--- src/design/sde_pkg.sv ---
// ----------------------------------------------------------------------------
// sde_pkg: shared constants and types for the set difference engine
// Holds the store depth, the derived widths, the request kind codes and the
// structs that pass between the sequencer, the stores and the top level.
// ----------------------------------------------------------------------------
package sde_pkg;

    localparam int DEPTH   = 16;
    localparam int IDX_W   = (DEPTH > 1) ? $clog2(DEPTH) : 1;
    localparam int CNT_W   = $clog2(DEPTH + 1);
    localparam int VAL_W   = 32;
    localparam int KIND_W  = 2;

    localparam logic [KIND_W-1:0] KIND_LOAD_A  = 2'd0;
    localparam logic [KIND_W-1:0] KIND_LOAD_B  = 2'd1;
    localparam logic [KIND_W-1:0] KIND_COMPUTE = 2'd2;

    localparam logic [CNT_W-1:0] CNT_FULL = CNT_W'(DEPTH);

    // Write port of one store.
    typedef struct packed {
        logic             we;
        logic [IDX_W-1:0] addr;
        logic [VAL_W-1:0] data;
    } st_wr_t;

    // One result handed from the sequencer to the output register.
    typedef struct packed {
        logic             push;
        logic [VAL_W-1:0] value;
        logic             last;
        logic             empty;
        logic             ovf;
    } res_t;

endpackage

--- src/design/sde_store.sv ---
// ----------------------------------------------------------------------------
// sde_store: element store of the set difference engine
// DEPTH words, one write port and one read port with registered read data.
// ----------------------------------------------------------------------------
module sde_store (
    input  logic                          clk,
    input  sde_pkg::st_wr_t               wr,
    input  logic [sde_pkg::IDX_W-1:0]     raddr,
    output logic [sde_pkg::VAL_W-1:0]     rdata
);

    logic [sde_pkg::VAL_W-1:0] mem [sde_pkg::DEPTH];
    logic [sde_pkg::VAL_W-1:0] rdata_reg;

    always_ff @(posedge clk)
    begin
        if (wr.we)
        begin
            mem[wr.addr] <= wr.data;
        end
        rdata_reg <= mem[raddr];
    end

    assign rdata = rdata_reg;

endmodule

--- src/design/sde_seq.sv ---
// ----------------------------------------------------------------------------
// sde_seq: sequencer of the set difference engine
// Walks the stores one entry per cycle through a single equality comparator,
// for duplicate checks on loads and for the B lookups of a compute.
// ----------------------------------------------------------------------------
module sde_seq (
    input  logic                          clk,
    input  logic                          rst_n,
    input  logic                          req_take,
    input  logic [sde_pkg::KIND_W-1:0]    req_kind,
    input  logic [sde_pkg::VAL_W-1:0]     req_value,
    output logic                          busy,
    output sde_pkg::st_wr_t               a_wr,
    output sde_pkg::st_wr_t               b_wr,
    output logic [sde_pkg::IDX_W-1:0]     a_raddr,
    output logic [sde_pkg::IDX_W-1:0]     b_raddr,
    input  logic [sde_pkg::VAL_W-1:0]     a_rdata,
    input  logic [sde_pkg::VAL_W-1:0]     b_rdata,
    input  logic                          out_free,
    output sde_pkg::res_t                 res
);

    localparam logic [2:0] S_IDLE   = 3'd0;
    localparam logic [2:0] S_CNEXT  = 3'd1;
    localparam logic [2:0] S_CLAT   = 3'd2;
    localparam logic [2:0] S_SCAN   = 3'd3;
    localparam logic [2:0] S_CEMIT  = 3'd4;
    localparam logic [2:0] S_CFIN   = 3'd5;

    logic [2:0]                state_reg, state_next;
    logic [sde_pkg::CNT_W-1:0] a_cnt_reg, a_cnt_next;
    logic [sde_pkg::CNT_W-1:0] b_cnt_reg, b_cnt_next;
    logic                      ovf_reg, ovf_next;
    logic [sde_pkg::CNT_W-1:0] i_reg, i_next;
    logic [sde_pkg::CNT_W-1:0] j_reg, j_next;
    logic                      chk_reg, chk_next;
    logic                      tgt_reg, tgt_next;
    logic                      cmp_reg, cmp_next;
    logic                      prev_ok_reg, prev_ok_next;
    logic [sde_pkg::VAL_W-1:0] key_reg, key_next;
    logic [sde_pkg::VAL_W-1:0] prev_reg, prev_next;

    logic [sde_pkg::CNT_W-1:0] cnt_sel;
    logic [sde_pkg::VAL_W-1:0] rd_sel;
    logic                      hit;
    logic                      miss_done;

    assign cnt_sel   = tgt_reg ? b_cnt_reg : a_cnt_reg;
    assign rd_sel    = tgt_reg ? b_rdata : a_rdata;
    assign hit       = chk_reg && (rd_sel == key_reg);
    assign miss_done = !chk_reg && (j_reg >= cnt_sel);

    assign busy    = (state_reg != S_IDLE);
    assign a_raddr = (state_reg == S_CNEXT) ? i_reg[sde_pkg::IDX_W-1:0]
                                            : j_reg[sde_pkg::IDX_W-1:0];
    assign b_raddr = j_reg[sde_pkg::IDX_W-1:0];

    always_comb
    begin
        state_next   = state_reg;
        a_cnt_next   = a_cnt_reg;
        b_cnt_next   = b_cnt_reg;
        ovf_next     = ovf_reg;
        i_next       = i_reg;
        j_next       = j_reg;
        chk_next     = chk_reg;
        tgt_next     = tgt_reg;
        cmp_next     = cmp_reg;
        prev_ok_next = prev_ok_reg;
        key_next     = key_reg;
        prev_next    = prev_reg;
        a_wr         = '0;
        b_wr         = '0;
        res          = '0;
        res.ovf      = ovf_reg;

        unique case (state_reg)
            S_IDLE:
            begin
                if (req_take)
                begin
                    j_next   = '0;
                    chk_next = 1'b0;
                    key_next = req_value;
                    priority if (req_kind == sde_pkg::KIND_LOAD_A
                                 || req_kind == sde_pkg::KIND_LOAD_B)
                    begin
                        tgt_next   = (req_kind == sde_pkg::KIND_LOAD_B);
                        cmp_next   = 1'b0;
                        state_next = S_SCAN;
                    end
                    else if (req_kind == sde_pkg::KIND_COMPUTE)
                    begin
                        i_next       = '0;
                        prev_ok_next = 1'b0;
                        state_next   = S_CNEXT;
                    end
                    else
                    begin
                        state_next = S_IDLE;
                    end
                end
            end

            S_CNEXT:
            begin
                // The A entry at i is read here and shows up in S_CLAT.
                if (i_reg < a_cnt_reg)
                begin
                    state_next = S_CLAT;
                end
                else
                begin
                    state_next = S_CFIN;
                end
            end

            S_CLAT:
            begin
                key_next   = a_rdata;
                tgt_next   = 1'b1;
                cmp_next   = 1'b1;
                j_next     = '0;
                chk_next   = 1'b0;
                state_next = S_SCAN;
            end

            S_SCAN:
            begin
                priority if (hit)
                begin
                    if (cmp_reg)
                    begin
                        i_next     = i_reg + 1'b1;
                        state_next = S_CNEXT;
                    end
                    else
                    begin
                        state_next = S_IDLE;
                    end
                end
                else if (miss_done)
                begin
                    if (cmp_reg)
                    begin
                        if (prev_ok_reg)
                        begin
                            state_next = S_CEMIT;
                        end
                        else
                        begin
                            prev_next    = key_reg;
                            prev_ok_next = 1'b1;
                            i_next       = i_reg + 1'b1;
                            state_next   = S_CNEXT;
                        end
                    end
                    else
                    begin
                        if (cnt_sel == sde_pkg::CNT_FULL)
                        begin
                            ovf_next = 1'b1;
                        end
                        else if (tgt_reg)
                        begin
                            b_wr.we    = 1'b1;
                            b_wr.addr  = cnt_sel[sde_pkg::IDX_W-1:0];
                            b_wr.data  = key_reg;
                            b_cnt_next = b_cnt_reg + 1'b1;
                        end
                        else
                        begin
                            a_wr.we    = 1'b1;
                            a_wr.addr  = cnt_sel[sde_pkg::IDX_W-1:0];
                            a_wr.data  = key_reg;
                            a_cnt_next = a_cnt_reg + 1'b1;
                        end
                        state_next = S_IDLE;
                    end
                end
                else if (j_reg < cnt_sel)
                begin
                    j_next   = j_reg + 1'b1;
                    chk_next = 1'b1;
                end
                else
                begin
                    chk_next = 1'b0;
                end
            end

            S_CEMIT:
            begin
                // A newer survivor exists, so the held one cannot be last.
                if (out_free)
                begin
                    res.push   = 1'b1;
                    res.value  = prev_reg;
                    prev_next  = key_reg;
                    i_next     = i_reg + 1'b1;
                    state_next = S_CNEXT;
                end
            end

            S_CFIN:
            begin
                if (out_free)
                begin
                    res.push   = 1'b1;
                    res.last   = 1'b1;
                    res.empty  = !prev_ok_reg;
                    res.value  = prev_ok_reg ? prev_reg : '0;
                    a_cnt_next = '0;
                    b_cnt_next = '0;
                    ovf_next   = 1'b0;
                    state_next = S_IDLE;
                end
            end

            default:
            begin
                state_next = S_IDLE;
            end
        endcase
    end

    always_ff @(posedge clk or negedge rst_n)
    begin
        if (!rst_n)
        begin
            state_reg   <= S_IDLE;
            a_cnt_reg   <= '0;
            b_cnt_reg   <= '0;
            ovf_reg     <= 1'b0;
            i_reg       <= '0;
            j_reg       <= '0;
            chk_reg     <= 1'b0;
            tgt_reg     <= 1'b0;
            cmp_reg     <= 1'b0;
            prev_ok_reg <= 1'b0;
        end
        else
        begin
            state_reg   <= state_next;
            a_cnt_reg   <= a_cnt_next;
            b_cnt_reg   <= b_cnt_next;
            ovf_reg     <= ovf_next;
            i_reg       <= i_next;
            j_reg       <= j_next;
            chk_reg     <= chk_next;
            tgt_reg     <= tgt_next;
            cmp_reg     <= cmp_next;
            prev_ok_reg <= prev_ok_next;
        end
    end

    always_ff @(posedge clk)
    begin
        key_reg  <= key_next;
        prev_reg <= prev_next;
    end

endmodule

--- src/design/set_difference_engine.sv ---
// Load request: the chosen store is scanned for the value, which is appended unless present or the store is full.
// Compute request: each A entry is looked up in store B; an output stall holds the sequencer while it emits.
// Rate is set by the one comparator, which checks one stored entry per clock.
// Requests are taken one at a time; a new request is accepted only when the sequencer is idle.
// Reset (rst_n, asynchronous) empties both stores, clears overflow and drops any result.
// ----------------------------------------------------------------------------
// set_difference_engine: set difference A \ B over two small stores
// Loads fill store A or store B with distinct signed 32-bit values; a compute
// request emits, in A's order, every A value absent from B (or one empty-flagged result if none), then empties both.
// ----------------------------------------------------------------------------
module set_difference_engine (
    input  logic                              clk,
    input  logic                              rst_n,
    input  logic                              in_valid,
    output logic                              in_stall,
    input  logic [sde_pkg::KIND_W-1:0]        kind,
    input  logic signed [sde_pkg::VAL_W-1:0]  value,
    output logic                              out_valid,
    input  logic                              out_stall,
    output logic signed [sde_pkg::VAL_W-1:0]  value_res,
    output logic                              last,
    output logic                              empty_res,
    output logic                              overflow
);

    sde_pkg::st_wr_t               a_wr;
    sde_pkg::st_wr_t               b_wr;
    logic [sde_pkg::IDX_W-1:0]     a_raddr;
    logic [sde_pkg::IDX_W-1:0]     b_raddr;
    logic [sde_pkg::VAL_W-1:0]     a_rdata;
    logic [sde_pkg::VAL_W-1:0]     b_rdata;
    sde_pkg::res_t                 res;
    logic                          busy;
    logic                          req_take;
    logic                          out_free;

    // Output register. It is free when empty or when its result leaves
    // this cycle, so the sequencer can refill it without a bubble.
    logic                          out_valid_reg;
    logic [sde_pkg::VAL_W-1:0]     out_value_reg;
    logic                          out_last_reg;
    logic                          out_empty_reg;
    logic                          out_ovf_reg;

    // The input side is open only while the sequencer is idle.
    assign in_stall = busy;
    assign req_take = in_valid && !busy;
    assign out_free = !out_valid_reg || !out_stall;

    sde_store u_store_a (
        .clk   (clk),
        .wr    (a_wr),
        .raddr (a_raddr),
        .rdata (a_rdata)
    );

    sde_store u_store_b (
        .clk   (clk),
        .wr    (b_wr),
        .raddr (b_raddr),
        .rdata (b_rdata)
    );

    sde_seq u_seq (
        .clk       (clk),
        .rst_n     (rst_n),
        .req_take  (req_take),
        .req_kind  (kind),
        .req_value (value),
        .busy      (busy),
        .a_wr      (a_wr),
        .b_wr      (b_wr),
        .a_raddr   (a_raddr),
        .b_raddr   (b_raddr),
        .a_rdata   (a_rdata),
        .b_rdata   (b_rdata),
        .out_free  (out_free),
        .res       (res)
    );

    always_ff @(posedge clk or negedge rst_n)
    begin
        if (!rst_n)
        begin
            out_valid_reg <= 1'b0;
        end
        else if (res.push)
        begin
            out_valid_reg <= 1'b1;
        end
        else if (!out_stall)
        begin
            out_valid_reg <= 1'b0;
        end
    end

    // The sequencer pushes only when the register is free, so the payload
    // holds steady for as long as the receiver stalls.
    always_ff @(posedge clk)
    begin
        if (res.push)
        begin
            out_value_reg <= res.value;
            out_last_reg  <= res.last;
            out_empty_reg <= res.empty;
            out_ovf_reg   <= res.ovf;
        end
    end

    assign out_valid = out_valid_reg;
    assign value_res = out_value_reg;
    assign last      = out_last_reg;
    assign empty_res = out_empty_reg;
    assign overflow  = out_ovf_reg;

endmodule
--- config.mk ---
export PLATFORM = sky130hd
export DESIGN_NAME = set_difference_engine
export DESIGN_NICKNAME = d
export VERILOG_FILES = /design/src/design/sde_pkg.sv /design/src/design/sde_store.sv /design/src/design/sde_seq.sv /design/src/design/set_difference_engine.sv
export SDC_FILE = /design/constraint.sdc
export NUM_CORES = 1
export LEC_CHECK = 0
export BUFFER_PORTS_ARGS = -buffer_cell sky130_fd_sc_hd__buf_2
export CORE_ASPECT_RATIO = 2
export CORE_MARGIN = 3
export CORE_UTILIZATION = 45
export DETAILED_ROUTE_END_ITERATION = 6
export HOLD_SLACK_MARGIN = 0.05
export PLACE_DENSITY = 0.71
export SETUP_SLACK_MARGIN = 0.15
export SYNTH_ARGS = -nofsm -noshare
export SYNTH_HDL_FRONTEND = slang
export SYNTH_HIERARCHICAL = 1
export SYNTH_SLANG_ARGS = --single-unit
--- constraint.sdc ---
create_clock -name clk -period 5.2 [get_ports clk]
set_clock_uncertainty 0.1 [all_clocks]
set_input_delay 0.52 -clock clk [delete_from_list [all_inputs] [get_ports clk]]
set_output_delay 0.52 -clock clk [all_outputs]
set_load 0.005 [all_outputs]
==> results of run 1 <==
## metal layers
layer  wire (µm)  vias to the layer above  global-route usage (%)  part of all wire (%)
li1            -                     9595                       -                     -
met1       37300                    12006                    23.4                    34
met2       60800                      972                    38.3                    55
met3        6920                      305                    3.54                   6.2
met4        5980                        2                    10.4                   5.4
met5          13                        -                       0                 0.012
## layout make-up
| class | instances | area share (%) |
|---|---|---|
| sequential | 1216 | 67.4 |
| clock inverter | 58 | 1.30 |
| multi-input combinational | 907 | 20.0 |
| timing repair buffer | 174 | 2.83 |
| tap | 1344 | 3.17 |
| clock buffer | 128 | 5.11 |
| inverter | 22 | 0.156 |
## through the flow
step	cell area, µm²	total power [W]	hold slack [ns]	worst slack [ns]
5_1_grt	53000	0.0259	0.0662	0.472
3_3_place_gp	49400	0.0173	0.379	0.716
3_5_place_dp	49400	0.0175	0.403	0.694
4_1_cts	53000	0.0252	0.0521	0.649
2_1_floorplan	46700	0.0156	0.124	0.301
6_report	53000	0.0250	0.101	0.613
## power by group through the flow
stage	logic, W	registers, W	clock network [W]
after floorplan	0.00341	0.0122	0
after global placement	0.00486	0.0125	0
after detailed placement	0.00495	0.0125	0
after CTS	0.00499	0.0123	0.00792
after global routing	0.00531	0.0124	0.00828
final	0.00495	0.0123	0.00778
## kinds of logic after synthesis
| family | after synthesis | synth area share, % |
|---|---|---|
| and+or+nand+nor | 331 | 3.70 |
| AOI/OAI and AO/OA | 192 | 3.05 |
| muxes | 336 | 14.2 |
| buffers and inverters | 140 | 1.45 |
| adders and majority gates | 13 | 0.349 |
| DFF | 1216 | 76.6 |
| xor gates and xnor gates | 35 | 0.657 |
## cells in the mapped netlist, types with 3 or more instances
master,n,area [µm²]
nand2_1,86,323
buf_4,24,180
and2_1,70,438
and3_1,37,231
clkbuf_1,55,206
a21oi_1,15,75.1
nand3b_1,9,67.6
mux2i_1,41,410
mux4_2,256,5770
inv_1,22,82.6
nand2b_1,9,56.3
a21o_1,7,52.6
nor4_1,14,87.6
o211ai_1,5,37.5
dfrtp_1,29,726
nor2b_1,8,50.1
a22oi_1,128,961
nand4_1,6,37.5
or3_1,3,18.8
nand3_1,18,90.1
dfxtp_1,64,1280
nor2_1,47,176
nor3_1,15,75.1
ha_1,13,163
o21ai_0,7,35.0
edfxtp_1,1123,33700
mux2_2,38,428
buf_2,14,70.1
xnor2_1,35,307
buf_1,21,78.8
## worst max-delay path: cells and delay by family (launching register included)
kind / cells / cell delay, ns
mux: 1 / 0.18
fa+ha+maj: 1 / 0.35
buf+inv: 3 / 1.09
compound gates: 4 / 1.20
flops: 1 / 0.47
simple gates: 4 / 0.78
## worst paths after layout
kind / to / slack, ns / cells after the start
max in group asynchronous: u_seq/j_reg[0] / 4.10 / 2
worst min-delay path: u_seq/key_reg[30] / 0.10 / 2
min in group asynchronous: out_valid / 0.31 / 2
worst max register to register: u_store_b/mem[1][10] / 0.61 / 13
worst max-delay path: u_store_b/mem[1][10] / 0.61 / 13
worst min register to register: value_res[2] / 0.41 / 1
## what timing repair did
action / in CTS / in global routing
hold buffers: 21 / 0
endpoints found under the hold margin: 49 / 0
buffers inserted: 0 / 0
==> metrics.cfg, run 1 <==
[worst_hold_path]
min_from = value[30]
min_path_type = in2reg

[sta]
final-max-slew-violation-count = 0
rsz0062_at_grt = no
worstMarginPinSlew_ns = 1.22
hold_viol_final = 0
fin_setup_tns_ns = 0
fmax_mhz = 218
finalCritPeriodShare_pct = 88.2
fin_crit_ns = 4.59
slew_headroom_pct = 18.2
finalSetupViolations = 0

[power]
clkPwrFrac_pct = 31.1
p_leak_nw = 15.9
switching_share_pct = 28.4
seqPwrFrac_pct = 49.2
p_per_area_nw_per_um2 = 472
p_int_w = 0.0179
ir_drop_mv = 0.285
comb_power_share_pct = 19.8
power_switching_w = 0.00710

[global_route]
antenna_found_initial = 7
grt_max_degree = 133
grt_overflow = 0
grt_use_total_pct = 21.0
grt_first_pass_wirelength_um = 162000
grt_pass1_vias = 24459

[critical_path]
critPathKind = reg2reg
worst-path-max-fanout = 32
endpoint_kind = flop
worst_ep_arrival_time_ns = 4.81
startpoint = u_seq/tgt_reg
rr_startpoint = u_seq/tgt_reg
crit_chain = mux2i_1 > ha_1 > nand4_1 > o21bai_1 > a211o_1 > a21oi_1 > a2111oi_4 > buf_4 > and3_1 > buf_4 > nand2b_1 > nor2_4 > buf_4
cpMostUsedCell = buf_4
slowest_delay_ns = 0.54
required_ns = 5.43
cpMaxStageDelayCell = a2111oi_4
worst_setup_path_start_kind = flop

[clock_network]
cts_tree = done
ctsLongestPathBuffers = 3
clk_pin_slew_worst_paths_ns = 0.07
clock-sinks = 1216
cts_inserted_buffers = 99
cts_htree_levels = 3
post_cts_resized = 0
cts_root_buf = clkbuf_16
clock_latency_ns = 0.70

[final_layout]
final-seq-area_um2 = 35700
layout_commonest_cell = edfxtp_1
fill_cells = 7950
layout_common_cells = edfxtp_1, mux4_2, a22oi_1
instances_no_fill = 3849
drive_above_1_share_pct = 26.7
multi_input_area_um2 = 10600
reg_top3 = u_store_a/mem: 512 flops, u_store_b/mem: 512 flops
nets = 2471
area_delta_synth_final_pct = 13.7
final_core_util_pct = 51.7
diodes = 0

[run_status]
violations = design-rule violations
outcome = finished with violations

[detailed_routing]
dr.pass1.iters = 7
drt_iter0_markers = 2343
viasPerCell = 5.94
wl_um = 111000
vias = 22880
postRouteAntennaNets = 0
post-route-drc-count = 3
wl_per_cell_um = 28.9

[floorplanning]
start_util_pct = 45.5
dieHeight_um = 461
die-area_um2 = 108000
chipWidth_um = 234
fp.coreArea_um2 = 103000
rows = 166
num_io_pins = 75

[logic_synthesis]
synthCells = 2263
synth_area_um2 = 46600
synth-seq-area-share_pct = 76.6
ys.flop_type = edfxtp_1
syn_avg_cell_area_um2 = 20.6
async_flop_share_pct = 2.38
synth_cell_types = 65
synth_edf_count = 1123
synth-warning-count = 6
synth_seq_cells = 1216
syn_nets = 2314

[place]
dpl.hpwl_um = 69800
port_buffers = 74
gp_congestion = 0.903
dp.cells = 3642

[flow_run]
drv_cap = 0

Note: power is estimated with default switching activity, not from simulation.
==> inputs of run 2 (changes only) <==
clock period = 3.8 ns   (was 5.2 ns; I/O delays follow)
==> run 2 against run 1 <==
Against the previous run: the flow now finishes without violations; critical path type unchanged; clock power increased by 36%; combinational power grew 55%; setup slack got worse by 0.53 ns; routed wire length grew 6.3%; first-iteration DRC count grew 19%; non-clock buffer count is 146 higher; critical path depth is 1 lower; die area unchanged; register-to-register slack lost 0.53 ns; clock-buffer cell count fell by 10; cell count rose by 3.8%.
==> metrics.cfg, run 2 (synthesis gave the netlist of run 1 again) <==
[run_status]
outcome = finished clean

[place]
dpl.hpwl_um = 75300
pre_cts_slack_ns = -0.0833
gp_congestion = 0.971
port_buffers = 74
dp.cells = 3734

[final_layout]
nets = 2615
layout_commonest_cell = edfxtp_1
instances_no_fill = 3994
area_delta_synth_final_pct = 18.2
drive_above_1_share_pct = 31.1
layout_common_cells = edfxtp_1, mux4_2, a22oi_1
fill_cells = 7726
reg_top3 = u_store_a/mem: 512 flops, u_store_b/mem: 512 flops

[power]
ir_drop_mv = 0.388
p_per_area_nw_per_um2 = 637
p_leak_nw = 16.9

[sta]
finalSetupViolations = 0
rsz0062_at_grt = yes
worst_slack_ns = 0.0818
finalCritPeriodShare_pct = 97.8
fmax_mhz = 269
slew_headroom_pct = 31.6
fin_crit_ns = 3.72
hold_ws_ns = 0.102
worstMarginPinSlew_ns = 1.03
hold_viol_final = 0
final-max-slew-violation-count = 0

[critical_path]
endpoint_kind = flop
reg2reg_depth = 12
worst_setup_path_start_kind = flop
crit_chain = mux2i_2 > ha_1 > a21o_1 > a21o_1 > a211o_1 > nor4b_4 > nor3b_4 > buf_4 > and2_2 > nand2b_2 > nor2_4 > buf_12
path_buf_inv = 2
slowest_delay_ns = 0.49
r2r_slack_ns = 0.08
cpMaxStageDelayCell = dfrtp_2
worst-path-max-fanout = 21
required_ns = 4.08
crit_family = simple AND/OR/NAND/NOR gates
regToRegEndpoint = u_store_a/mem[6][5]
cpMostUsedCell = a21o_1
rr_startpoint = u_seq/tgt_reg
critPathKind = reg2reg
worst_ep_arrival_time_ns = 4.00

[detailed_routing]
dr.pass1.iters = 5
drt_iter0_markers = 2787
postRouteAntennaNets = 0
wl_um = 118000
wl_per_cell_um = 29.6
viasPerCell = 5.91
post-route-drc-count = 0
vias = 23586

[clock_network]
clock_latency_ns = 0.71
cts_tree = done
clk_pin_slew_worst_paths_ns = 0.07
cts_root_buf = clkbuf_16
ctsLongestPathBuffers = 3
cts_htree_levels = 3
cts_inserted_buffers = 97
clock-sinks = 1216

[floorplanning]
chipWidth_um = 234
die-area_um2 = 108000
start_util_pct = 45.5
num_io_pins = 75
dieHeight_um = 461
rows = 166
fp.coreArea_um2 = 103000

[global_route]
grt_pass1_vias = 24424
use_met1_pct = 25.3
grt_first_pass_wirelength_um = 167000
top_usage_layer = met2
grt_use_total_pct = 21.6
grt_max_degree = 133
grt_overflow = 0
gr-usage-met3_pct = 2.91
antenna_found_initial = 4
globalRouteMet2Util_pct = 39.2

[worst_hold_path]
min_path_type = in2reg
whs_endpoint = u_seq/prev_ok_reg
hold_depth = 4
min_from = kind[0]

[flow_run]
drv_cap = 0

-- run 2: cell types whose count changed in the layout (fill, tap and decap cells not counted), sizes merged --
cell | previous run | this run
dlygate4sd3 | 21 | 35
bufbuf | 0 | 1
buf | 153 | 271
clkbuf | 128 | 131
bufinv | 11 | 14
inv | 29 | 33
clkinvlp | 7 | 8
diode | 0 | 1
-- run 2: worst min-delay path: stages --
cell and delay (ns):
buf_2 0.10, nand3b_1 0.16, a211oi_1 0.09, a21oi_1 0.11
-- run 2: per-layer routing --
layer  up-vias  wire, µm
met1     12394     39800
li1       9901         -
met4         0      6470
met2      1046     65200
met5         -         0
met3       245      6670
-- run 2: how the worst max path moves through the flow --
stage,slack (ns),endpoint,start,cells after the start
final,0.08,u_store_a/mem[6][5],u_seq/tgt_reg,12
after floorplan,-0.24,u_store_a/mem[0][0],u_seq/tgt_reg,12
after global routing,-0.05,u_store_a/mem[6][13],u_seq/tgt_reg,14
after global placement,-0.04,u_store_a/mem[7][14],u_seq/tgt_reg,11
after detailed placement,-0.08,u_store_a/mem[7][17],u_seq/tgt_reg,11
after CTS,0.08,u_store_a/mem[5][11],u_seq/tgt_reg,14
-- run 2: final cells by class --
class / instances / area [µm²] / share of cell area, %
Sequential cell: 1216 / 35700 / 64.8
Multi-Input combinational cell: 907 / 10800 / 19.5
Timing Repair Buffer: 320 / 3500 / 6.35
Clock buffer: 118 / 2620 / 4.75
Tap cell: 1344 / 1680 / 3.05
Clock inverter: 66 / 761 / 1.38
Inverter: 22 / 82.6 / 0.150
Antenna cell: 1 / 2.50 / 0.00454
-- run 2: per-stage QoR --
| step | setup TNS (ns) | total power (W) | instance area (µm²) | utilization (%) |
|---|---|---|---|---|
| 2_1_floorplan | -44.23 | 0.0214 | 47000 | - |
| 3_3_place_gp | -0.887 | 0.0243 | 50700 | 49.4 |
| 3_5_place_dp | -3.85 | 0.0245 | 50700 | 49.4 |
| 4_1_cts | 0 | 0.0352 | 54600 | 53.2 |
| 5_1_grt | -3.86 | 0.0363 | 55100 | 53.7 |
| 6_report | 0 | 0.0351 | 55100 | 53.7 |
-- run 2: repair_timing --
action	CTS	global route
hold endpoints to repair	64	0
gates resized for setup	6	25
buffers inserted	12	11
pin swaps	3	12
cloned	2	15
setup endpoints to repair	431	1168
hold buffers	35	0
-- run 2: power breakdown --
| group | total (W) | switching, W | internal, W |
|---|---|---|---|
| combinational | 0.00767 | 0.00444 | 0.00323 |
| sequential | 0.0168 | 0.000756 | 0.0161 |
| clock | 0.0106 | 0.00472 | 0.00593 |
| total | 0.0351 | 0.00992 | 0.0252 |
